<file path="config.mk">
export PLATFORM = sky130hd
export DESIGN_NAME = multi_channel_event_timer_table
export DESIGN_NICKNAME = d
export VERILOG_FILES = /design/src/design/mcet_pkg.sv /design/src/design/multi_channel_event_timer_table.sv /design/src/design/mcet_add64.sv /design/src/design/mcet_store.sv
export SDC_FILE = /design/constraint.sdc
export NUM_CORES = 2
export LEC_CHECK = 0
export BUFFER_PORTS_ARGS = -buffer_cell sky130_fd_sc_hd__buf_4
export CAP_MARGIN = 15
export CORE_MARGIN = 2
export CORE_UTILIZATION = 30
export CTS_CLUSTER_SIZE = 40
export DETAILED_ROUTE_END_ITERATION = 12
export PLACE_DENSITY = 0.49
export SLEW_MARGIN = 10
export SYNTH_ARGS = -nofsm -noshare
export SYNTH_HDL_FRONTEND = slang
export SYNTH_SLANG_ARGS = --single-unit
</file>
<file path="constraint.sdc">
create_clock -name clk -period 10.4 [get_ports clk]
set_clock_uncertainty 0.05 [all_clocks]
set_input_delay 1.04 -clock clk [delete_from_list [all_inputs] [get_ports clk]]
set_output_delay 1.04 -clock clk [all_outputs]
set_load 0.05 [all_outputs]
</file>
<file path="src/design/mcet_pkg.sv">
// Shared types and constants for the multi-channel event timer table.
// No dependencies; imported by the slot store, the adder and the top level.
package mcet_pkg;

  localparam int NOW_W    = 64;
  localparam int IVAL_W   = 32;
  localparam int EVT_W    = 32;
  localparam int OWNER_W  = 8;
  localparam int CMD_W    = 3;
  localparam int STAT_W   = 3;
  localparam int KIND_W   = 2;
  localparam int FIELD_SLOT_W = 6;
  localparam int IN_DATA_W  = 144;
  localparam int OUT_DATA_W = 56;

  // x/10 == (x * 0xCCCCCCCD) >> 35 for every 32-bit x
  localparam logic [IVAL_W-1:0] DIV10_RECIP = 32'hCCCC_CCCD;
  localparam int DIV10_SHIFT = 35;
  localparam int DELAY_W = 2 * IVAL_W - DIV10_SHIFT;

  localparam logic [CMD_W-1:0] CMD_REQUEST = 3'd0;
  localparam logic [CMD_W-1:0] CMD_ENABLE  = 3'd1;
  localparam logic [CMD_W-1:0] CMD_DISABLE = 3'd2;
  localparam logic [CMD_W-1:0] CMD_RELEASE = 3'd3;
  localparam logic [CMD_W-1:0] CMD_QUERY   = 3'd4;
  localparam logic [CMD_W-1:0] CMD_TICK    = 3'd5;

  localparam logic [STAT_W-1:0] ST_OK      = 3'd0;
  localparam logic [STAT_W-1:0] ST_FULL    = 3'd1;
  localparam logic [STAT_W-1:0] ST_BADIDX  = 3'd2;
  localparam logic [STAT_W-1:0] ST_UNUSED  = 3'd3;
  localparam logic [STAT_W-1:0] ST_RUNNING = 3'd4;
  localparam logic [STAT_W-1:0] ST_STOPPED = 3'd5;

  localparam logic [KIND_W-1:0] KIND_REPLY = 2'd0;
  localparam logic [KIND_W-1:0] KIND_RAISE = 2'd1;
  localparam logic [KIND_W-1:0] KIND_CLEAR = 2'd2;

  // Control from the sequencer to the slot store
  typedef struct packed {
    logic owner_we;
    logic timer_we;
    logic rd_en;
  } mcet_mem_ctl_t;

endpackage

</file>
<file path="src/design/multi_channel_event_timer_table.sv">
// Event timer table: TIMER_COUNT slots served by one command per input transfer,
// each command answered by zero or more event results and one status reply
// with tlast set. The block takes one command at a time. Enable does a
// reciprocal multiply, then the shared 64-bit adder forms the saturating
// deadline; a request scans the occupied slots up to the first free one; a
// tick visits every slot and, for each running slot, does a slot-memory read
// and then the compare on the shared adder. Backpressure on the result
// channel stalls the block.
module multi_channel_event_timer_table
  import mcet_pkg::*;
#(
  parameter int TIMER_COUNT = 16
) (
  input  logic                  clk,
  input  logic                  rst_n,
  input  logic                  in_tvalid,
  output logic                  in_tready,
  // [5:0] timer_index, [37:6] interval_ms, [69:38] event_mask,
  // [77:70] task_id, [141:78] now_ticks, [143:142] zero
  input  logic [IN_DATA_W-1:0]  in_tdata,
  // [2:0] command
  input  logic [CMD_W-1:0]      in_tuser,
  output logic                  out_tvalid,
  input  logic                  out_tready,
  // [2:0] status, [8:3] slot, [16:9] owner_task, [48:17] events, [55:49] zero
  output logic [OUT_DATA_W-1:0] out_tdata,
  // [1:0] kind
  output logic [KIND_W-1:0]     out_tuser,
  output logic                  out_tlast
);

  localparam int SLOT_W = (TIMER_COUNT > 1) ? $clog2(TIMER_COUNT) : 1;
  localparam logic [FIELD_SLOT_W-1:0] COUNT_F = FIELD_SLOT_W'(TIMER_COUNT);
  localparam logic [SLOT_W-1:0] LAST_SLOT = SLOT_W'(TIMER_COUNT - 1);

  localparam logic [2:0] S_IDLE   = 3'd0;
  localparam logic [2:0] S_START  = 3'd1;
  localparam logic [2:0] S_REQ    = 3'd2;
  localparam logic [2:0] S_EN_ADD = 3'd3;
  localparam logic [2:0] S_TICK   = 3'd4;
  localparam logic [2:0] S_TICK_C = 3'd5;
  localparam logic [2:0] S_CLR    = 3'd6;
  localparam logic [2:0] S_REPLY  = 3'd7;

  logic [2:0] state_r, state_nxt;

  // latched command
  logic [CMD_W-1:0]        cmd_r;
  logic [FIELD_SLOT_W-1:0] index_r;
  logic [IVAL_W-1:0]       interval_r;
  logic [EVT_W-1:0]        mask_r;
  logic [OWNER_W-1:0]      task_r;
  logic [NOW_W-1:0]        now_r;

  logic [SLOT_W-1:0]       idx_r, idx_nxt;
  logic [DELAY_W-1:0]      delay_r, delay_nxt;
  logic [2*IVAL_W-1:0]     prod_full;

  logic [TIMER_COUNT-1:0]  in_use_r, in_use_nxt;
  logic [TIMER_COUNT-1:0]  running_r, running_nxt;

  logic [STAT_W-1:0]       rep_status_r, rep_status_nxt;
  logic [FIELD_SLOT_W-1:0] rep_slot_r, rep_slot_nxt;
  logic [OWNER_W-1:0]      rep_owner_r, rep_owner_nxt;

  logic                    out_valid_r, out_valid_nxt;
  logic [KIND_W-1:0]       out_kind_r, out_kind_nxt;
  logic [STAT_W-1:0]       out_status_r, out_status_nxt;
  logic [FIELD_SLOT_W-1:0] out_slot_r, out_slot_nxt;
  logic [OWNER_W-1:0]      out_owner_r, out_owner_nxt;
  logic [EVT_W-1:0]        out_events_r, out_events_nxt;
  logic                    out_last_r, out_last_nxt;

  mcet_mem_ctl_t           mem_ctl;
  logic [OWNER_W-1:0]      owner_rdata;
  logic [EVT_W-1:0]        events_rdata;
  logic [NOW_W-1:0]        deadline_rdata;
  logic [NOW_W-1:0]        deadline_wdata;

  logic [NOW_W-1:0]        add_b, add_sum;
  logic                    add_cin, add_cout;
  logic                    out_free;
  logic [SLOT_W-1:0]       index_slot;
  logic [SLOT_W-1:0]       mem_addr;

  // the addressed slot is read straight from the command while it is decoded
  assign mem_addr = (state_r == S_START) ? index_slot : idx_r;

  mcet_store #(
    .DEPTH (TIMER_COUNT),
    .AW    (SLOT_W)
  ) u_store (
    .clk            (clk),
    .ctl            (mem_ctl),
    .addr           (mem_addr),
    .owner_wdata    (task_r),
    .events_wdata   (mask_r),
    .deadline_wdata (deadline_wdata),
    .owner_rdata    (owner_rdata),
    .events_rdata   (events_rdata),
    .deadline_rdata (deadline_rdata)
  );

  // Shared unit: now + delay on enable, now + ~deadline + 1 on tick
  assign add_b   = (state_r == S_EN_ADD) ? {{(NOW_W-DELAY_W){1'b0}}, delay_r}
                                         : ~deadline_rdata;
  assign add_cin = (state_r != S_EN_ADD);

  mcet_add64 u_add (
    .a    (now_r),
    .b    (add_b),
    .cin  (add_cin),
    .sum  (add_sum),
    .cout (add_cout)
  );

  assign deadline_wdata = add_cout ? {NOW_W{1'b1}} : add_sum;
  assign prod_full      = interval_r * DIV10_RECIP;
  assign index_slot     = index_r[SLOT_W-1:0];
  assign out_free       = !out_valid_r || out_tready;

  assign in_tready  = (state_r == S_IDLE);
  assign out_tvalid = out_valid_r;
  assign out_tuser  = out_kind_r;
  assign out_tlast  = out_last_r;
  assign out_tdata  = {{(OUT_DATA_W-49){1'b0}}, out_events_r, out_owner_r,
                       out_slot_r, out_status_r};

  always_comb begin
    state_nxt      = state_r;
    idx_nxt        = idx_r;
    delay_nxt      = delay_r;
    in_use_nxt     = in_use_r;
    running_nxt    = running_r;
    rep_status_nxt = rep_status_r;
    rep_slot_nxt   = rep_slot_r;
    rep_owner_nxt  = rep_owner_r;
    out_valid_nxt  = out_valid_r && !out_tready;
    out_kind_nxt   = out_kind_r;
    out_status_nxt = out_status_r;
    out_slot_nxt   = out_slot_r;
    out_owner_nxt  = out_owner_r;
    out_events_nxt = out_events_r;
    out_last_nxt   = out_last_r;
    mem_ctl        = '0;

    unique case (state_r)
      S_IDLE: begin
        if (in_tvalid) begin
          state_nxt = S_START;
        end
      end

      S_START: begin
        rep_status_nxt = ST_OK;
        rep_slot_nxt   = '0;
        rep_owner_nxt  = '0;
        idx_nxt        = '0;
        state_nxt      = S_REPLY;
        if (cmd_r == CMD_REQUEST) begin
          state_nxt = S_REQ;
        end else if (cmd_r == CMD_TICK) begin
          state_nxt = S_TICK;
        end else if (cmd_r > CMD_TICK) begin
          state_nxt = S_REPLY;
        end else if (index_r >= COUNT_F) begin
          rep_status_nxt = ST_BADIDX;
        end else if (!in_use_r[index_slot]) begin
          rep_status_nxt = ST_UNUSED;
        end else begin
          idx_nxt = index_slot;
          case (cmd_r) inside
            CMD_ENABLE: begin
              delay_nxt = prod_full[2*IVAL_W-1:DIV10_SHIFT];
              state_nxt = S_EN_ADD;
            end
            CMD_DISABLE, CMD_RELEASE: begin
              if (cmd_r == CMD_RELEASE) begin
                in_use_nxt[index_slot] = 1'b0;
              end
              if (running_r[index_slot]) begin
                mem_ctl.rd_en = 1'b1;
                state_nxt     = S_CLR;
              end
            end
            default: begin
              rep_status_nxt = running_r[index_slot] ? ST_RUNNING : ST_STOPPED;
            end
          endcase
        end
      end

      // lowest free slot, one slot per cycle
      S_REQ: begin
        if (!in_use_r[idx_r]) begin
          in_use_nxt[idx_r]  = 1'b1;
          running_nxt[idx_r] = 1'b0;
          mem_ctl.owner_we   = 1'b1;
          rep_slot_nxt       = FIELD_SLOT_W'(idx_r);
          rep_owner_nxt      = task_r;
          state_nxt          = S_REPLY;
        end else if (idx_r == LAST_SLOT) begin
          rep_status_nxt = ST_FULL;
          state_nxt      = S_REPLY;
        end else begin
          idx_nxt = idx_r + 1'b1;
        end
      end

      S_EN_ADD: begin
        mem_ctl.timer_we   = 1'b1;
        running_nxt[idx_r] = 1'b1;
        state_nxt          = S_REPLY;
      end

      S_TICK: begin
        if (in_use_r[idx_r] && running_r[idx_r]) begin
          mem_ctl.rd_en = 1'b1;
          state_nxt     = S_TICK_C;
        end else if (idx_r == LAST_SLOT) begin
          state_nxt = S_REPLY;
        end else begin
          idx_nxt = idx_r + 1'b1;
        end
      end

      // carry out of now + ~deadline + 1 means now >= deadline
      S_TICK_C: begin
        if (!add_cout || out_free) begin
          if (add_cout) begin
            running_nxt[idx_r] = 1'b0;
            out_valid_nxt  = 1'b1;
            out_kind_nxt   = KIND_RAISE;
            out_status_nxt = ST_OK;
            out_slot_nxt   = FIELD_SLOT_W'(idx_r);
            out_owner_nxt  = owner_rdata;
            out_events_nxt = events_rdata;
            out_last_nxt   = 1'b0;
          end
          if (idx_r == LAST_SLOT) begin
            state_nxt = S_REPLY;
          end else begin
            idx_nxt   = idx_r + 1'b1;
            state_nxt = S_TICK;
          end
        end
      end

      S_CLR: begin
        if (out_free) begin
          running_nxt[idx_r] = 1'b0;
          out_valid_nxt  = 1'b1;
          out_kind_nxt   = KIND_CLEAR;
          out_status_nxt = ST_OK;
          out_slot_nxt   = FIELD_SLOT_W'(idx_r);
          out_owner_nxt  = owner_rdata;
          out_events_nxt = events_rdata;
          out_last_nxt   = 1'b0;
          state_nxt      = S_REPLY;
        end
      end

      S_REPLY: begin
        if (out_free) begin
          out_valid_nxt  = 1'b1;
          out_kind_nxt   = KIND_REPLY;
          out_status_nxt = rep_status_r;
          out_slot_nxt   = rep_slot_r;
          out_owner_nxt  = rep_owner_r;
          out_events_nxt = '0;
          out_last_nxt   = 1'b1;
          state_nxt      = S_IDLE;
        end
      end

      default: begin
        state_nxt = S_IDLE;
      end
    endcase
  end

  always_ff @(posedge clk) begin
    if (!rst_n) begin
      state_r     <= S_IDLE;
      in_use_r    <= '0;
      running_r   <= '0;
      out_valid_r <= 1'b0;
    end else begin
      state_r     <= state_nxt;
      in_use_r    <= in_use_nxt;
      running_r   <= running_nxt;
      out_valid_r <= out_valid_nxt;
    end
  end

  always_ff @(posedge clk) begin
    if (in_tvalid && in_tready) begin
      cmd_r      <= in_tuser;
      index_r    <= in_tdata[5:0];
      interval_r <= in_tdata[37:6];
      mask_r     <= in_tdata[69:38];
      task_r     <= in_tdata[77:70];
      now_r      <= in_tdata[141:78];
    end
    idx_r        <= idx_nxt;
    delay_r      <= delay_nxt;
    rep_status_r <= rep_status_nxt;
    rep_slot_r   <= rep_slot_nxt;
    rep_owner_r  <= rep_owner_nxt;
    out_kind_r   <= out_kind_nxt;
    out_status_r <= out_status_nxt;
    out_slot_r   <= out_slot_nxt;
    out_owner_r  <= out_owner_nxt;
    out_events_r <= out_events_nxt;
    out_last_r   <= out_last_nxt;
  end

endmodule

</file>
<file path="src/design/mcet_add64.sv">
// Shared 64-bit adder with carry out: deadline sum and expiry compare.
// Depends on mcet_pkg.
module mcet_add64
  import mcet_pkg::*;
(
  input  logic [NOW_W-1:0] a,
  input  logic [NOW_W-1:0] b,
  input  logic             cin,
  output logic [NOW_W-1:0] sum,
  output logic             cout
);

  logic [NOW_W:0] full;

  assign full = {1'b0, a} + {1'b0, b} + {{NOW_W{1'b0}}, cin};
  assign sum  = full[NOW_W-1:0];
  assign cout = full[NOW_W];

endmodule

</file>
<file path="src/design/mcet_store.sv">
// Per-slot payload memory: owner task, event mask and deadline.
// One write address, one registered read port. Depends on mcet_pkg.
module mcet_store
  import mcet_pkg::*;
#(
  parameter int DEPTH = 16,
  parameter int AW    = 4
) (
  input  logic                clk,
  input  mcet_mem_ctl_t       ctl,
  input  logic [AW-1:0]       addr,
  input  logic [OWNER_W-1:0]  owner_wdata,
  input  logic [EVT_W-1:0]    events_wdata,
  input  logic [NOW_W-1:0]    deadline_wdata,
  output logic [OWNER_W-1:0]  owner_rdata,
  output logic [EVT_W-1:0]    events_rdata,
  output logic [NOW_W-1:0]    deadline_rdata
);

  logic [OWNER_W-1:0] owner_mem    [DEPTH];
  logic [EVT_W-1:0]   events_mem   [DEPTH];
  logic [NOW_W-1:0]   deadline_mem [DEPTH];

  always_ff @(posedge clk) begin
    if (ctl.owner_we) begin
      owner_mem[addr] <= owner_wdata;
    end
    if (ctl.timer_we) begin
      events_mem[addr]   <= events_wdata;
      deadline_mem[addr] <= deadline_wdata;
    end
  end

  always_ff @(posedge clk) begin
    if (ctl.rd_en) begin
      owner_rdata    <= owner_mem[addr];
      events_rdata   <= events_mem[addr];
      deadline_rdata <= deadline_mem[addr];
    end
  end

endmodule
</file>
==> reports/results.txt <==
Routed vias: 63300
Top-level port count: 212
Maximum fanout encountered on the critical timing path: 6
Worst slew pin tran: 1200 ps
Required time at the worst-slack endpoint: 10960 ps
Final hold vios: 0
Clock-pin slew on the worst setup and hold paths: 60 ps
Number of slew-limit violations in the final report: 0
Buffer cell driving the clock tree root: clkbuf_16
Fraction of registers with async set/reset: 0%
Synth Warn #: 0
Share of the synthesized area in the top cell type: 60.6%
Unrepaired setup endpoints after global routing: false
WHS Path Cells: 1
Overall Global Routing Usage: 16.7%
Crit path top cell by count: fa_1
Mapped Area: 99600 sq um
Mean cell area of the mapped netlist: 12.3 sq um
Cell taking the most area after synthesis: edfxtp_1
Vias per inst: 4.98
IO buf count: 200
Synthesized flop and latch total: 2047
Pin count of the biggest net entering global routing: 143
Final cycle utilization of the critical path: 79.9%
Slowest stage delay, CP: 650 ps
Area growth from synthesis to layout: 13.6%
First-pass GRT wire length: 426000 um
Critical-path top delay cell: ha_1
TritonCTS clock tree: yes
Synthesized instance count: 8078
Number of antenna violations at the first check in global routing: 7
Synth top area cells: edfxtp_1, fa_1, nand2_1
Worst min-delay path endpoint: mask_r[13]
Max Buffers Root-to-Sink: 4
Final routed DRC violation total: 0
Endpoint of the most critical register-to-register path: delay_r[12]
HP Start: in_tdata[51]
Via count of the first global-routing pass: 62300
Count of clock tree sinks: 2047
CTS Hold Buffers Added: 0
Nature of the critical path startpoint: register
Remaining Overflow, GRT: 0
Critical path origin: interval_r[20]
Worst min-delay path category: in -> reg
Internal reg-to-reg setup slack: 2090 ps
Layout net count: 9108
Clock latency of the later-clocked register in the worst-skew pair: 930 ps
Placed wire-length estimate after detailed placement: 165000 um
Run status: complete, no violations
Count of cells resized by post-cts repair: 0
Std-Cell Rows: 211
Overall die height: 580 um
Die outline width: 580 um
Floorplan core area: 330000 sq um
DRT antenna net count: 0
Initial core utilization: 30.2%
Total setup violations reported at the end of the flow: 0
Number of distinct library cells after synthesis: 85
Post-CTS Setup Inserts: 0
Endpoint type of the worst setup path: register
Final TNS setup: 0 ps
Worst slack at placement: 2190 ps
Final Worst Setup Slack: 2090 ps
Signal arrival time at the worst endpoint: 8870 ps
Total detailed-routing wirelength: 289000 um
Fmax: 120 MHz
Floorplan die area: 337000 sq um
Worst max-slew margin expressed relative to the limit: 19.5%
Fraction of final layout cells with drive strength greater than 1: 8.19%
H-tree depth: 4
DRC violation total after the first TritonRoute iteration: 5580
Setup CP Type: reg -> reg
Max-cap violation count: 0
Final period demand of the worst path: 8310 ps
Cell count of the worst reg-to-reg path: 25
Placer Congestion: 0.885
Length of the first detailed-routing pass in iterations: 5
Post-synth EDFFs: 2011
CTS Buf Count: 227
Sequential element share of the synthesized area: 61.4%
Worst r2r src: interval_r[20]
Per-cell routed wire length: 22.7 um
Main synth FF type: edfxtp_1
worst max-delay path by stage:
stage / end / slack [ps] / cells past startpoint
finish: delay_r[12] / 2090 / 25
global placement: delay_r[12] / 2180 / 25
detailed placement: delay_r[12] / 2190 / 25
floorplan: u_store.deadline_rdata[0] / 3210 / 7
global route: delay_r[12] / 1640 / 25
CTS: delay_r[12] / 2100 / 25
cell type report:
class,instances,area (sq um)
inverters,565,2120
clock inverters,148,1250
multi-input cells,5027,34800
well taps,4366,5460
flip-flops and latches,2047,61100
repair buffers,286,2450
clock buffers,268,5920
fillers,32200,217000
diodes,1,2.50
cells in the mapped netlist (68+ instances only):
master       n
inv_1      564
a311oi_1   210
and3_1     126
edfxtp_1  2011
a21oi_1    196
clkbuf_1   320
nand2_1   1834
ha_1       414
nor2_1     186
a31oi_1    117
nand3_1    867
fa_1       389
o21ai_0    104
xor2_1      68
a21o_1      73
worst max-delay path: cells and delay by family (launching register included):
family | cells | cell delay [ps]
buffers and inverters | 6 | 420
xor gates and xnor gates | 1 | 140
AOI/OAI and AO/OA | 5 | 1210
and+or+nand+nor | 4 | 1130
DFF | 1 | 560
adders and majority gates | 9 | 4520
metal layers:
layer  global-route usage (%)  routed length, um  vias to the layer above
li1                         -                  -                    28900
met1                     23.9             132000                    32400
met2                     27.1             136000                     1670
met3                     2.02              13800                      345
met4                     3.76               6260                        0
met5                        0                  0                        -
cell usage in the layout (no fill, tap or decap), drive strengths merged, types with 25 or more instances in the layout:
| master | count |
|---|---|
| a31oi | 118 |
| o21bai | 25 |
| nand4 | 42 |
| xnor2 | 67 |
| inv | 568 |
| ha | 414 |
| dfxtp | 36 |
| a21oi | 196 |
| and3 | 126 |
| nor2b | 47 |
| nor2 | 187 |
| buf | 286 |
| nand3 | 869 |
| o21ai | 111 |
| nor3 | 29 |
| clkbuf | 268 |
| clkinv | 121 |
| xor2 | 68 |
| a311oi | 210 |
| nand2 | 1836 |
| fa | 389 |
| a21o | 73 |
| edfxtp | 2011 |
flip-flops by register name, indices dropped and copies added (netlist names), 6 cells and up, named ones only:
| register | flops |
|---|---|
| mask_r | 32 |
| now_r | 64 |
| task_r | 8 |
| out_owner_r | 8 |
| out_events_r | 32 |
| u_store.deadline_mem | 1024 |
| u_store.deadline_rdata | 64 |
| u_store.events_mem | 512 |
| u_store.owner_rdata | 8 |
| in_use_r | 16 |
| u_store.events_rdata | 32 |
| u_store.owner_mem | 128 |
| delay_r | 29 |
| interval_r | 32 |
| index_r | 6 |
| rep_owner_r | 8 |
through the flow:
step                hold slack [ps]  util [%]  cell area, sq um  std cells
CTS                             136      34.3            113000      12700
detailed placement              432      32.1            106000      12300
floorplan                       405         -             99600       8086
finish                          203      34.3            113000      12700
global placement                424      32.1            106000      12300
global route                    151      34.3            113000      12700
cell families (layout without fill, tap and decap cells):
logic type	Yosys count	count (layout)	synth area share, %
DFF	2047	2047	61.4
xor gates and xnor gates	135	135	1.19
muxes	35	35	0.618
buffers and inverters	1012	1267	3.94
AOI/OAI and AO/OA	843	843	5.88
and+or+nand+nor	3202	3202	14.0
other	1	10	0.00377
adders and majority gates	803	803	13.0
Power is left out: the tool's default activity adds up to more than one toggle a clock period on the data nets, which glitch-free logic cannot reach.
